### src/rtl/lkvc_pkg.sv
package lkvc_pkg;

  localparam int ENTRIES = 16;
  localparam int IDX_W   = $clog2(ENTRIES);
  localparam int CNT_W   = $clog2(ENTRIES + 1);
  localparam int CAP_W   = 5;
  localparam int DATA_W  = 32;
  localparam int EFF_W   = (CNT_W > CAP_W) ? CNT_W : CAP_W;

  typedef logic [IDX_W-1:0]         idx_t;
  typedef logic [CNT_W-1:0]         cnt_t;
  typedef logic [CAP_W-1:0]         cap_t;
  typedef logic [EFF_W-1:0]         eff_t;
  typedef logic signed [DATA_W-1:0] data_t;

  localparam cap_t CAP_RESET = CAP_W'(16);

  localparam logic ACT_GET = 1'b0;
  localparam logic ACT_PUT = 1'b1;

  typedef enum logic [1:0] {
    ST_IDLE,
    ST_SCAN,
    ST_FIN
  } state_t;

  // Zero behaves as one, anything above the store size saturates.
  function automatic eff_t eff_cap(input cap_t c);
    eff_t w;
    w = EFF_W'(c);
    if (w == '0) begin
      w = EFF_W'(1);
    end else if (w > EFF_W'(ENTRIES)) begin
      w = EFF_W'(ENTRIES);
    end
    return w;
  endfunction

endpackage

### src/rtl/lkvc_if.sv
interface lkvc_item_if;
  logic                valid;
  logic                ready;
  logic                action;
  lkvc_pkg::data_t     key;
  lkvc_pkg::data_t     value;

  modport source (output valid, output action, output key, output value, input ready);
  modport sink   (input valid, input action, input key, input value, output ready);
endinterface

interface lkvc_result_if;
  logic                valid;
  logic                ready;
  logic                hit;
  lkvc_pkg::data_t     read_value;
  logic                evicted;
  lkvc_pkg::data_t     evicted_key;

  modport source (output valid, output hit, output read_value, output evicted,
                  output evicted_key, input ready);
  modport sink   (input valid, input hit, input read_value, input evicted,
                  input evicted_key, output ready);
endinterface

### src/rtl/lru_key_value_cache_unit.sv
// Fully associative key/value cache with least-recently-used replacement.
// req carries one word per access: action (get or put), key and value.
// rsp returns one word per access: hit, read_value, evicted, evicted_key.
// cfg_we/cfg_wdata write the capacity register; any write empties the cache
// and must only happen while no access is in flight.
// Keys and values sit in two synchronous memories, each with one write and
// one read port. An access scans the key memory one entry per cycle through
// a registered read port and stops at the first match; recency ranks and valid
// bits are flip-flops.
// An accepted word moves through ST_SCAN, where each entry is compared as its
// registered key returns, and ST_FIN, where the access commits and loads the
// result; the unit then returns to ST_IDLE and takes the next word, so a new
// access is not accepted until the previous one has committed.
// The result sits in an output register; if rsp stalls while a result is
// still held, the following access waits in its final cycle and commits
// once the register frees up. Reset sets capacity to 16 and empties the
// cache; memory contents are not cleared, only valid bits.
module lru_key_value_cache_unit (
  input  logic                     clk,
  input  logic                     rst,
  lkvc_item_if.sink                req,
  lkvc_result_if.source            rsp,
  input  logic                     cfg_we,
  input  logic [lkvc_pkg::CAP_W-1:0] cfg_wdata
);

  localparam int ENTRIES = lkvc_pkg::ENTRIES;
  localparam int IDX_W   = lkvc_pkg::IDX_W;
  localparam int CNT_W   = lkvc_pkg::CNT_W;
  localparam int EFF_W   = lkvc_pkg::EFF_W;

  lkvc_pkg::state_t state, state_next;
  lkvc_pkg::cap_t   capacity;
  logic [ENTRIES-1:0] valid;
  lkvc_pkg::idx_t   rank      [ENTRIES];
  lkvc_pkg::idx_t   rank_next [ENTRIES];
  logic [ENTRIES-1:0] valid_next;
  lkvc_pkg::cnt_t   used_count, used_count_next;

  lkvc_pkg::data_t  key_mem [ENTRIES];
  lkvc_pkg::data_t  val_mem [ENTRIES];
  lkvc_pkg::data_t  key_rd, val_rd;

  logic             req_action;
  lkvc_pkg::data_t  req_key, req_value;

  lkvc_pkg::cnt_t   scan_cnt;
  logic             probe_live;
  lkvc_pkg::idx_t   probe_idx;
  lkvc_pkg::idx_t   rd_addr;
  logic             issue;

  logic             found;
  lkvc_pkg::idx_t   found_idx;
  lkvc_pkg::data_t  hit_value;
  lkvc_pkg::data_t  lru_key;

  logic             rsp_valid, rsp_hit, rsp_evicted;
  lkvc_pkg::data_t  rsp_read_value, rsp_evicted_key;

  logic             probe_match, scan_last, commit;
  logic             lru_ok, free_ok, full, use_evict, ins_ok, do_insert, do_write;
  lkvc_pkg::idx_t   lru_idx, free_idx, ins_slot, wr_slot, rank_tgt, found_rank;
  lkvc_pkg::cnt_t   used_m1;
  lkvc_pkg::eff_t   eff;

  assign rsp.valid       = rsp_valid;
  assign rsp.hit         = rsp_hit;
  assign rsp.read_value  = rsp_read_value;
  assign rsp.evicted     = rsp_evicted;
  assign rsp.evicted_key = rsp_evicted_key;
  assign req.ready       = (state == lkvc_pkg::ST_IDLE);

  assign rd_addr     = scan_cnt[IDX_W-1:0];
  assign issue       = (state == lkvc_pkg::ST_SCAN) && (scan_cnt < CNT_W'(ENTRIES));
  assign probe_match = probe_live && valid[probe_idx] && (key_rd == req_key);
  assign scan_last   = probe_live && (probe_idx == IDX_W'(ENTRIES - 1));
  assign commit      = (state == lkvc_pkg::ST_FIN) && (!rsp_valid || rsp.ready);

  assign used_m1  = used_count - CNT_W'(1);
  assign rank_tgt = used_m1[IDX_W-1:0];
  assign eff      = lkvc_pkg::eff_cap(capacity);
  assign full     = (EFF_W'(used_count) >= eff);

  // Least recent entry and first empty slot; both stay fixed during a scan.
  always_comb begin
    lru_ok   = 1'b0;
    lru_idx  = '0;
    free_ok  = 1'b0;
    free_idx = '0;
    for (int i = 0; i < ENTRIES; i++) begin
      if (!lru_ok && valid[i] && (rank[i] == rank_tgt)) begin
        lru_ok  = 1'b1;
        lru_idx = IDX_W'(i);
      end
      if (!free_ok && !valid[i]) begin
        free_ok  = 1'b1;
        free_idx = IDX_W'(i);
      end
    end
  end

  assign use_evict  = full && lru_ok;
  assign ins_slot   = use_evict ? lru_idx : free_idx;
  assign ins_ok     = use_evict || free_ok;
  assign do_insert  = !found && (req_action == lkvc_pkg::ACT_PUT) && ins_ok;
  assign do_write   = (found && (req_action == lkvc_pkg::ACT_PUT)) || do_insert;
  assign wr_slot    = found ? found_idx : ins_slot;
  assign found_rank = rank[found_idx];

  always_comb begin
    rank_next       = rank;
    valid_next      = valid;
    used_count_next = used_count;
    if (found) begin
      // promote: younger entries age by one
      for (int i = 0; i < ENTRIES; i++) begin
        if (valid[i] && (rank[i] < found_rank)) begin
          rank_next[i] = rank[i] + IDX_W'(1);
        end
      end
      rank_next[found_idx] = '0;
    end else if (do_insert) begin
      for (int i = 0; i < ENTRIES; i++) begin
        if (valid[i] && (IDX_W'(i) != ins_slot)) begin
          rank_next[i] = rank[i] + IDX_W'(1);
        end
      end
      rank_next[ins_slot]  = '0;
      valid_next[ins_slot] = 1'b1;
      if (!use_evict) begin
        used_count_next = used_count + CNT_W'(1);
      end
    end
  end

  always_ff @(posedge clk) begin
    if (rst) begin
      state <= lkvc_pkg::ST_IDLE;
    end else begin
      state <= state_next;
    end
  end

  always_comb begin
    state_next = state;
    case (state)
      lkvc_pkg::ST_IDLE: begin
        if (req.valid) begin
          state_next = lkvc_pkg::ST_SCAN;
        end
      end
      lkvc_pkg::ST_SCAN: begin
        if (probe_match || scan_last) begin
          state_next = lkvc_pkg::ST_FIN;
        end
      end
      lkvc_pkg::ST_FIN: begin
        if (commit) begin
          state_next = lkvc_pkg::ST_IDLE;
        end
      end
      default: state_next = lkvc_pkg::ST_IDLE;
    endcase
  end

  always_ff @(posedge clk) begin
    if (rst) begin
      capacity   <= lkvc_pkg::CAP_RESET;
      valid      <= '0;
      used_count <= '0;
      for (int i = 0; i < ENTRIES; i++) begin
        rank[i] <= '0;
      end
      scan_cnt   <= '0;
      probe_live <= 1'b0;
      found      <= 1'b0;
      rsp_valid  <= 1'b0;
    end else begin
      if (req.valid && req.ready) begin
        scan_cnt <= '0;
        found    <= 1'b0;
      end else if (issue) begin
        scan_cnt <= scan_cnt + CNT_W'(1);
      end
      probe_live <= issue;
      if (probe_match) begin
        found <= 1'b1;
      end
      if (rsp_valid && rsp.ready) begin
        rsp_valid <= 1'b0;
      end
      if (commit) begin
        rsp_valid  <= 1'b1;
        rank       <= rank_next;
        valid      <= valid_next;
        used_count <= used_count_next;
      end
      // a capacity write empties the cache
      if (cfg_we) begin
        capacity   <= cfg_wdata;
        valid      <= '0;
        used_count <= '0;
        for (int i = 0; i < ENTRIES; i++) begin
          rank[i] <= '0;
        end
      end
    end
  end

  // Writes land only in the final cycle and the next scan starts later,
  // so no read issued by a scan overlaps a write to the same entry.
  always_ff @(posedge clk) begin
    if (commit && do_insert) begin
      key_mem[ins_slot] <= req_key;
    end
    key_rd <= key_mem[rd_addr];
  end

  always_ff @(posedge clk) begin
    if (commit && do_write) begin
      val_mem[wr_slot] <= req_value;
    end
    val_rd <= val_mem[rd_addr];
  end

  always_ff @(posedge clk) begin
    if (req.valid && req.ready) begin
      req_action <= req.action;
      req_key    <= req.key;
      req_value  <= req.value;
    end
    probe_idx <= rd_addr;
    if (probe_match) begin
      found_idx <= probe_idx;
      hit_value <= val_rd;
    end
    // pick up the eviction candidate's key as the scan passes it
    if (probe_live && (probe_idx == lru_idx)) begin
      lru_key <= key_rd;
    end
    if (commit) begin
      rsp_hit         <= found;
      rsp_read_value  <= (found && (req_action == lkvc_pkg::ACT_GET)) ? hit_value : '0;
      rsp_evicted     <= do_insert && use_evict;
      rsp_evicted_key <= (do_insert && use_evict) ? lru_key : '0;
    end
  end

  a_used_matches_valid: assert property (@(posedge clk) disable iff (rst)
    $countones(valid) == int'(used_count))
    else $error("used_count disagrees with valid bits");

  a_accept_starts_scan: assert property (@(posedge clk) disable iff (rst)
    (req.valid && req.ready) |=> (state == lkvc_pkg::ST_SCAN))
    else $error("accepted word did not start a scan");

  a_stall_holds_fin: assert property (@(posedge clk) disable iff (rst)
    ((state == lkvc_pkg::ST_FIN) && rsp_valid && !rsp.ready) |=>
      (state == lkvc_pkg::ST_FIN))
    else $error("access committed over a stalled result");

  a_cfg_empties: assert property (@(posedge clk) disable iff (rst)
    cfg_we |=> ((used_count == '0) && (valid == '0)))
    else $error("capacity write did not empty the cache");

endmodule
### src/flat_wrapper.sv
// flat-port wrapper written by rule: the top's interface ports become plain ports
module lru_key_value_cache_unit_flat 
  (clk, rst, cfg_we, cfg_wdata, req_valid, req_action, req_key, req_value, req_ready, rsp_valid, rsp_hit, rsp_read_value, rsp_evicted, rsp_evicted_key, rsp_ready);
  lkvc_item_if req_i ();
  lkvc_result_if rsp_i ();
  input  logic clk;
  input  logic rst;
  input  logic cfg_we;
  input  logic [lkvc_pkg::CAP_W-1:0] cfg_wdata;
  input wire logic [$bits(req_i.valid)-1:0] req_valid;
  input wire logic [$bits(req_i.action)-1:0] req_action;
  input wire logic [$bits(req_i.key)-1:0] req_key;
  input wire logic [$bits(req_i.value)-1:0] req_value;
  output wire logic [$bits(req_i.ready)-1:0] req_ready;
  output wire logic [$bits(rsp_i.valid)-1:0] rsp_valid;
  output wire logic [$bits(rsp_i.hit)-1:0] rsp_hit;
  output wire logic [$bits(rsp_i.read_value)-1:0] rsp_read_value;
  output wire logic [$bits(rsp_i.evicted)-1:0] rsp_evicted;
  output wire logic [$bits(rsp_i.evicted_key)-1:0] rsp_evicted_key;
  input wire logic [$bits(rsp_i.ready)-1:0] rsp_ready;
  assign req_i.valid = req_valid;
  assign req_i.action = req_action;
  assign req_i.key = req_key;
  assign req_i.value = req_value;
  assign req_ready = req_i.ready;
  assign rsp_valid = rsp_i.valid;
  assign rsp_hit = rsp_i.hit;
  assign rsp_read_value = rsp_i.read_value;
  assign rsp_evicted = rsp_i.evicted;
  assign rsp_evicted_key = rsp_i.evicted_key;
  assign rsp_i.ready = rsp_ready;
  lru_key_value_cache_unit u_core (.clk(clk), .rst(rst), .req(req_i), .rsp(rsp_i), .cfg_we(cfg_we), .cfg_wdata(cfg_wdata));
endmodule
### config.mk
export PLATFORM = sky130hd
export DESIGN_NAME = lru_key_value_cache_unit_flat
export DESIGN_NICKNAME = d
export VERILOG_FILES = /design/src/rtl/lkvc_pkg.sv /design/src/rtl/lkvc_if.sv /design/src/rtl/lru_key_value_cache_unit.sv /design/src/flat_wrapper.sv
export SDC_FILE = /design/constraint.sdc
export NUM_CORES = 2
export LEC_CHECK = 0
export ABC_AREA = 1
export BUFFER_PORTS_ARGS = -buffer_cell sky130_fd_sc_hd__buf_2
export CAP_MARGIN = 30
export CORE_UTILIZATION = 40
export CTS_CLUSTER_DIAMETER = 30
export DETAILED_ROUTE_END_ITERATION = 7
export PLACE_DENSITY = 0.57
export SLEW_MARGIN = 10
export SYNTH_ARGS = -nofsm -noshare
export SYNTH_HDL_FRONTEND = slang
export SYNTH_SLANG_ARGS = --single-unit
### constraint.sdc
create_clock -name clk -period 9.85 [get_ports clk]
set_input_delay 1.97 -clock clk [delete_from_list [all_inputs] [get_ports clk]]
set_output_delay 1.97 -clock clk [all_outputs]
set_load 0.01 [all_outputs]
* Word level (Yosys, flattened, before mapping)
Memory sizes are Yosys's and may differ from the RTL's. A register that Yosys moved wholly into a read port is not among the register bits. Cells that the tools add are included.
Word-level totals: register bits 303, memory bits (writable) 1024, input bits 75, output and inout port bits 68, logic and storage cells 461, memories kept 2
Cells by class: add/sub/neg operators 19, $lt $le $gt $ge 26, eq/ne operators 39, muxes and demuxes 171, bitwise operators 10, reduce and logical (&&, ||, !) cells 159
Memory list:
- u_core.key_mem | depth 16, bits a word 32, rd ports 1, clocked after Yosys merged registers in 1, wr ports 1, RTL line lru_key_value_cache_unit.sv:40 | lkvc_pkg::data_t key_mem [ENTRIES];
- u_core.val_mem | depth 16, bits a word 32, rd ports 1, clocked after Yosys merged registers in 1, wr ports 1, RTL line lru_key_value_cache_unit.sv:41 | lkvc_pkg::data_t val_mem [ENTRIES];
Operators by type and width (number):
- $mux 4 | 102
- $and 64x64->64 | 2
- $mux 64 | 2
- $not 64->64 | 2
- $logic_and 1x1->1 | 97
- $eq 4x4->1 | 17
- $add 4x1->4 const B | 16
- $lt 4x4->1 | 16
- $logic_not 1->1 | 46
- $mux 1 | 44
- $demux 4 s4 | 2
- $eq 32x32->1 | 1
- $ne 4x4->1 const A | 8
- $mux 3 | 8
- $bmux 4 s4 | 1
- $ne 3x4->1 const A | 4
- $or 16x16->16 | 1
- $mux 2 | 7
- $add 5x1->5 const B | 2
- $ge 5x5->1 const B | 2
- $lt 4x5->1 const B | 2
- $lt 5x1->1 const B | 2
- $mux 5 | 2
- $not 4->5 | 2
- other kinds (25) | 36

* Depth between registers and ports, before layout
depth after elaboration 75, depth in mapped cells 27

* Worst setup path after synthesis
No wires, ideal clock.
path kind register to register, from register u_core.used_count[1], to register u_core.lru_key[0], enable pin, data arrival time 7.606 ns, data required time 9.256 ns, slack 1.651 ns, cell stages (with the launch flop) 15, buffers on the path 3, period minus slack after synthesis 8.199 ns, path through dfxtp_1 > inv_1 > ha_1 > buf_2 > buf_4 > buf_4 > a211oi_1 > o2111ai_1 > nor2_1 > nor2_1 > o41ai_1 > nand2_1 > xor2_1 > nand3b_1 > a2111oi_0
On the way: longest elaborated chain between the ends 66, elaborated cells between the ends (all ways) 95, classes of those cells add/sub (1); eq/ne (17); mux (30); reduce/logical (47)
Ends and longest elaborated chain:
- start: declaration | RTL line lru_key_value_cache_unit.sv:38 | lkvc_pkg::cnt_t used_count, used_count_next;
- start signal: assignment | RTL line lru_key_value_cache_unit.sv:197 | used_count <= used_count_next;
- $sub 4x1->4 (*) | RTL line lru_key_value_cache_unit.sv:80 | assign used_m1 = used_count - CNT_W'(1);
- $eq 4x4->1 | RTL line lru_key_value_cache_unit.sv:92 | if (!lru_ok && valid[i] && (rank[i] == rank_tgt)) begin
- $logic_and 1x1->1 | RTL line lru_key_value_cache_unit.sv:92
- $mux 1 | RTL line lru_key_value_cache_unit.sv:92
- $logic_not 1->1 | RTL line lru_key_value_cache_unit.sv:92
- $logic_and 1x1->1 (2 in a row) | RTL line lru_key_value_cache_unit.sv:92
- $mux 1 | RTL line lru_key_value_cache_unit.sv:92
- $logic_not 1->1 | RTL line lru_key_value_cache_unit.sv:92
- (+47 left out)
- $logic_not 1->1 | RTL line lru_key_value_cache_unit.sv:92
- $logic_and 1x1->1 (2 in a row) | RTL line lru_key_value_cache_unit.sv:92
- $mux 1 | RTL line lru_key_value_cache_unit.sv:92
- $logic_not 1->1 | RTL line lru_key_value_cache_unit.sv:92
- $logic_and 1x1->1 (2 in a row) | RTL line lru_key_value_cache_unit.sv:92
- $mux 4 (*) | RTL line lru_key_value_cache_unit.sv:92
- $eq 4x4->1 (*) | RTL line lru_key_value_cache_unit.sv:239 | if (probe_live && (probe_idx == lru_idx)) begin
- $logic_and 1x1->1 (*) | RTL line lru_key_value_cache_unit.sv:239
- end signal: assignment | RTL line lru_key_value_cache_unit.sv:240 | lru_key <= key_rd;
- end: declaration | RTL line lru_key_value_cache_unit.sv:56 | lkvc_pkg::data_t lru_key;
Mark *: on every way between the ends. The rest lies on a longest branch, timed or not. A chain may end at the register's enable or synchronous reset.

* Worst setup path after layout
from register u_core.used_count[0], to memory u_core.val_mem[5][29] (netlist bit), enable pin
On the way: longest elaborated chain between the ends 71, elaborated cells between the ends (all ways) 104, classes of those cells add/sub (1); order compare (1); eq/ne (16); mux (35); reduce/logical (51)
Ends and longest elaborated chain:
- $sub 4x1->4 (*) | RTL line lru_key_value_cache_unit.sv:80
- via u_core.used_m1[0] | RTL line lru_key_value_cache_unit.sv:64 | lkvc_pkg::cnt_t used_m1;
- $eq 4x4->1 | RTL line lru_key_value_cache_unit.sv:92
- $logic_and 1x1->1 | RTL line lru_key_value_cache_unit.sv:92
- $mux 1 | RTL line lru_key_value_cache_unit.sv:92
- $logic_not 1->1 | RTL line lru_key_value_cache_unit.sv:92
- $logic_and 1x1->1 (2 in a row) | RTL line lru_key_value_cache_unit.sv:92
- $mux 1 | RTL line lru_key_value_cache_unit.sv:92
- (+55 left out)
- $mux 1 | RTL line lru_key_value_cache_unit.sv:92
- $logic_and 1x1->1 | RTL line lru_key_value_cache_unit.sv:103 | assign use_evict = full && lru_ok;
- $logic_or 1x1->1 | RTL line lru_key_value_cache_unit.sv:105 | assign ins_ok = use_evict || free_ok;
- $logic_and 1x1->1 | RTL line lru_key_value_cache_unit.sv:106 | assign do_insert = !found && (req_action == lkvc_pkg::ACT_PUT) && ins_ok;
- $logic_or 1x1->1 | RTL line lru_key_value_cache_unit.sv:107 | assign do_write = (found && (req_action == lkvc_pkg::ACT_PUT)) || do_insert;
- $logic_and 1x1->1 | RTL line lru_key_value_cache_unit.sv:221 | if (commit && do_write) begin
- $mux 1 | RTL line lru_key_value_cache_unit.sv:221
- $mux 1 (not written as such) | RTL line lru_key_value_cache_unit.sv:222 | val_mem[wr_slot] <= req_value;
- end: declaration | RTL line lru_key_value_cache_unit.sv:41
The timed path passes the listed nets; every way through them passes the cells marked *.

==> summary.txt <==
Outcome
  • Status: complete, but fails checks
  • Failing checks: design-rule violations

Placed design
  • Gpl congestion: between 0.9 and 1
  • IO buf count: around 140
  • Cells after DPL: ~6700
  • DP HPWL: 92.7 mm

Global routing
  • First-pass GRT wire length: 244 mm
  • Grt ovf: 0
  • Vias in the first global route: between 30000 and 40000
  • Pin count of the biggest net entering global routing: 260
  • Total GRT Usage: between 20% and 30%
  • Initial antenna violation count: 5

Synth
  • Sequential fraction of the synthesis area: 69.1%
  • Syn_nets: 5060
  • Synth Warn #: 0
  • Synth area leaders: edfxtp_1 63%, dfxtp_1 5.8%, nor2_1 5.4%
  • Synth Cell Area: slightly below 0.06 sq mm
  • Seq cells post-synth: about 1400
  • Yosys top cell by area: edfxtp_1
  • Post-synthesis cell count: 4913
  • Count of different cell masters after synthesis: 61
  • Synth async-reset ratio: 0%
  • Main synth FF type: edfxtp_1
  • Avg Inst Size Synth: roughly 12 sq um
  • Synth top area share: roughly 63%
  • EDFF count, synth: 1223

Worst setup path
  • Cells on worst reg2reg path: 25
  • Worst EP required: 10.34 ns
  • Crit path launch type: flop
  • Largest fanout on the critical path: 31
  • Critical Path End Type: flop
  • R2R setup slack: ~4.3 ns
  • Crit path kind: reg -> reg
  • CP Data Arrival Time: around 6.0 ns

Detailed routing
  • DRT iter0 DRCs: ~3800
  • DRC violation count after routing: 7
  • WL per Instance: about 22 um
  • WL met3: roughly 11 mm
  • Vias per inst: 5.47
  • Total wire length: approximately 160 mm
  • Detail Route Antenna Nets: 0
  • Drt first pass iters: 8
  • Via count: 39800
  • Top Metal Used: met5
  • Metal-1 WL: 71.6 mm
  • Routed met2 length: between 70 and 80 mm

Clock network
  • Hold_buf cts: 0
  • Worst-Skew Late Latency: roughly 0.9 ns
  • Setup bufs post-CTS: 0
  • CTS Sinks: between 1000 and 1500
  • CTS max path bufs: 4
  • Total CTS buffers: around 310
  • CTS H-tree depth: 5
  • PostCTS Resize Cnt: 0
  • CTS tree: yes
  • Clk pin slew, worst setup/hold paths: ~0.050 ns
  • Root Buffer: clkbuf_16

STA
  • Fin. Hold Viols: 0
  • Max Clock Skew: 0.0705 ns
  • Final worst path period need: 5.56 ns
  • RSZ-0062 raised after global routing: false
  • Setup violators final: 0
  • Slew headroom: 19.4%
  • Worst slew pin tran: between 1 and 1.5 ns
  • Setup tns final: 0 ns
  • Crit share post-route: a little under three fifths
  • Max-slew violations: 0
  • Fmax: between 0.15 and 0.2 GHz

Run
  • Max cap viols: 0

Min path
  • Hold Crit Class: reg -> reg
  • Worst hold path cell count: 0

Floorplanning
  • Chip width: approximately 380 um
  • Number of I/O pins: ~140
  • Core area: around 0.14 sq mm
  • Die Y: roughly 380 um
  • Initial Util: between 40% and 50%
  • Die area: around 0.15 sq mm
  • Row cnt: 139

Finish
  • Layout area overhead: 22.8%
  • Share of layout cells above drive strength 1: between 15 and 20%
  • NumNets Final: about 5300
  • # diodes: 0
  • Util after Layout: between 40% and 50%
  • Fin cells: between 7000 and 8000
  • Biggest regs: u_core.key_mem x512, u_core.val_mem x512, u_core.rank x64

Pwr
  • Sw Share: ~25%
  • Clk network pwr share: 52.2%
  • LEAKAGE: roughly 25 nW
  • Total net switching power: 4.79 mW
  • Cell Pwr Density: 269 mW/mm^2
  • Flop pwr share: a little under two fifths
  • Int Pwr: roughly 14 mW
  • VDD IR max: approximately 0.20 mV
  • Combinational cell fraction of total power: 9.7%
cells in the mapped netlist, drive strengths merged, types with 2 or more instances:
cell type / n
xor2: 77
a211oi: 41
nor3b: 3
o2111ai: 15
edfxtp: 1223
nor4: 16
a2111oi: 2
a22o: 3
nand3: 227
ha: 72
o41ai: 5
nand2: 452
or2: 10
clkinv: 4
nand3b: 2
o221ai: 113
buf: 42
o22ai: 158
a22oi: 22
o21ai: 628
clkbuf: 248
or3b: 2
inv: 245
a21boi: 4
o21a: 21
a21oi: 147
nor2: 847
a31oi: 6
xnor2: 22
dfxtp: 168
nor3: 22
nand4: 14
o211ai: 42
or4: 3
a221oi: 3
worst paths after layout:
kind	from	to
setup reg to reg	u_core.used_count[0]	u_core.val_mem[5][29]
hold / removal	u_core.val_rd[26]	u_core.hit_value[26]
hold reg to reg	u_core.val_rd[26]	u_core.hit_value[26]
setup / recovery	u_core.used_count[0]	u_core.val_mem[5][29]
through the flow:
| stage | area [sq um] | power, mW | setup slack, ns | hold WS [ns] |
|---|---|---|---|---|
| after global routing | 71300 | 19.8 | 3.92 | 0.404 |
| after detailed placement | 61000 | 9.24 | 4.05 | 0.389 |
| after global placement | 60900 | 9.22 | 4.01 | 0.389 |
| after floorplan | 58000 | 8.42 | 1.65 | 0.354 |
| final | 71300 | 19.1 | 4.29 | 0.393 |
| after CTS | 71200 | 19.3 | 4.03 | 0.388 |
layer usage:
layer,vias to the layer above,global-route usage (%)
met5,-,0
met4,2,7.14
met3,254,4.39
met2,1484,35.0
met1,19600,30.1
li1,18400,-
critical path: stages (launching register included):
cell and delay [ns]:
dfxtp_1 0.30, buf_4 0.34, inv_2 0.17, ha_1 0.57, buf_16 0.21, nand2_1 0.06, inv_1 0.06, nor2_1 0.04
nand3_1 0.06, nor2_1 0.05, nand2_1 0.10, nand2_2 0.10, nor2_4 0.14, nand4_4 0.11, nor2_4 0.14, nand4_4 0.11
nor3_4 0.20, nand4_4 0.17, nand2_4 0.22, nand2_1 0.14, o21ai_4 0.21, nand2_1 0.09, o21ai_0 0.26, nand2_1 0.39
nor2_4 0.47, buf_4 0.45
power groups by stage:
| stage | registers [mW] | clock network, mW | logic [mW] |
|---|---|---|---|
| 3_3_place_gp | 7.39 | 0 | 1.82 |
| 2_1_floorplan | 7.23 | 0 | 1.20 |
| 6_report | 7.30 | 9.98 | 1.85 |
| 3_5_place_dp | 7.40 | 0 | 1.84 |
| 4_1_cts | 7.30 | 10.1 | 1.85 |
| 5_1_grt | 7.33 | 10.4 | 2.06 |
kinds of logic (layout without fill, tap and decap cells):
group | after synthesis | after routing | share of synthesized area (%)
simple gates | 1600 | 1600 | 11.8
flops | 1391 | 1391 | 69.1
compound gates | 1211 | 1211 | 12.4
buf+inv | 539 | 1010 | 3.64
xor+xnor | 99 | 99 | 1.52
fa+ha+maj | 72 | 72 | 1.55
mux | 1 | 1 | 0.0172
layout by cell type (no fill, tap or decap), types with 6 or more instances in the layout:
cell	instances
inv_2	10
buf_2	142
nand2_4	17
buf_4	73
edfxtp_1	1223
clkinv_4	19
o21ai_0	620
nor4_1	12
o22ai_1	158
buf_16	6
nand2_1	417
bufinv_16	36
nand3_1	222
a21oi_1	143
clkbuf_16	315
clkinv_1	26
inv_1	230
a22oi_1	22
nand4_1	11
o2111ai_1	15
nand2_2	18
nor2_4	42
o211ai_1	42
a211oi_1	41
nor2_1	799
ha_1	72
o221ai_1	113
clkbuf_8	22
or2_2	10
clkinvlp_4	22
inv_6	16
xor2_1	75
clkbuf_1	41
nor3_1	21
xnor2_1	22
clkinv_2	44
a31oi_1	6
dfxtp_1	165
o21a_1	21
area by class of cell:
cell class,instances,area (sq um)
clock buffers,378,8340
clock inverters,156,1830
fillers,12500,72600
inverters,249,957
multi-input cells,2983,16100
flip-flops and latches,1391,40100
well taps,1903,2380
repair buffers,227,1530
No activity file was read; power rests on OpenSTA's default activity.
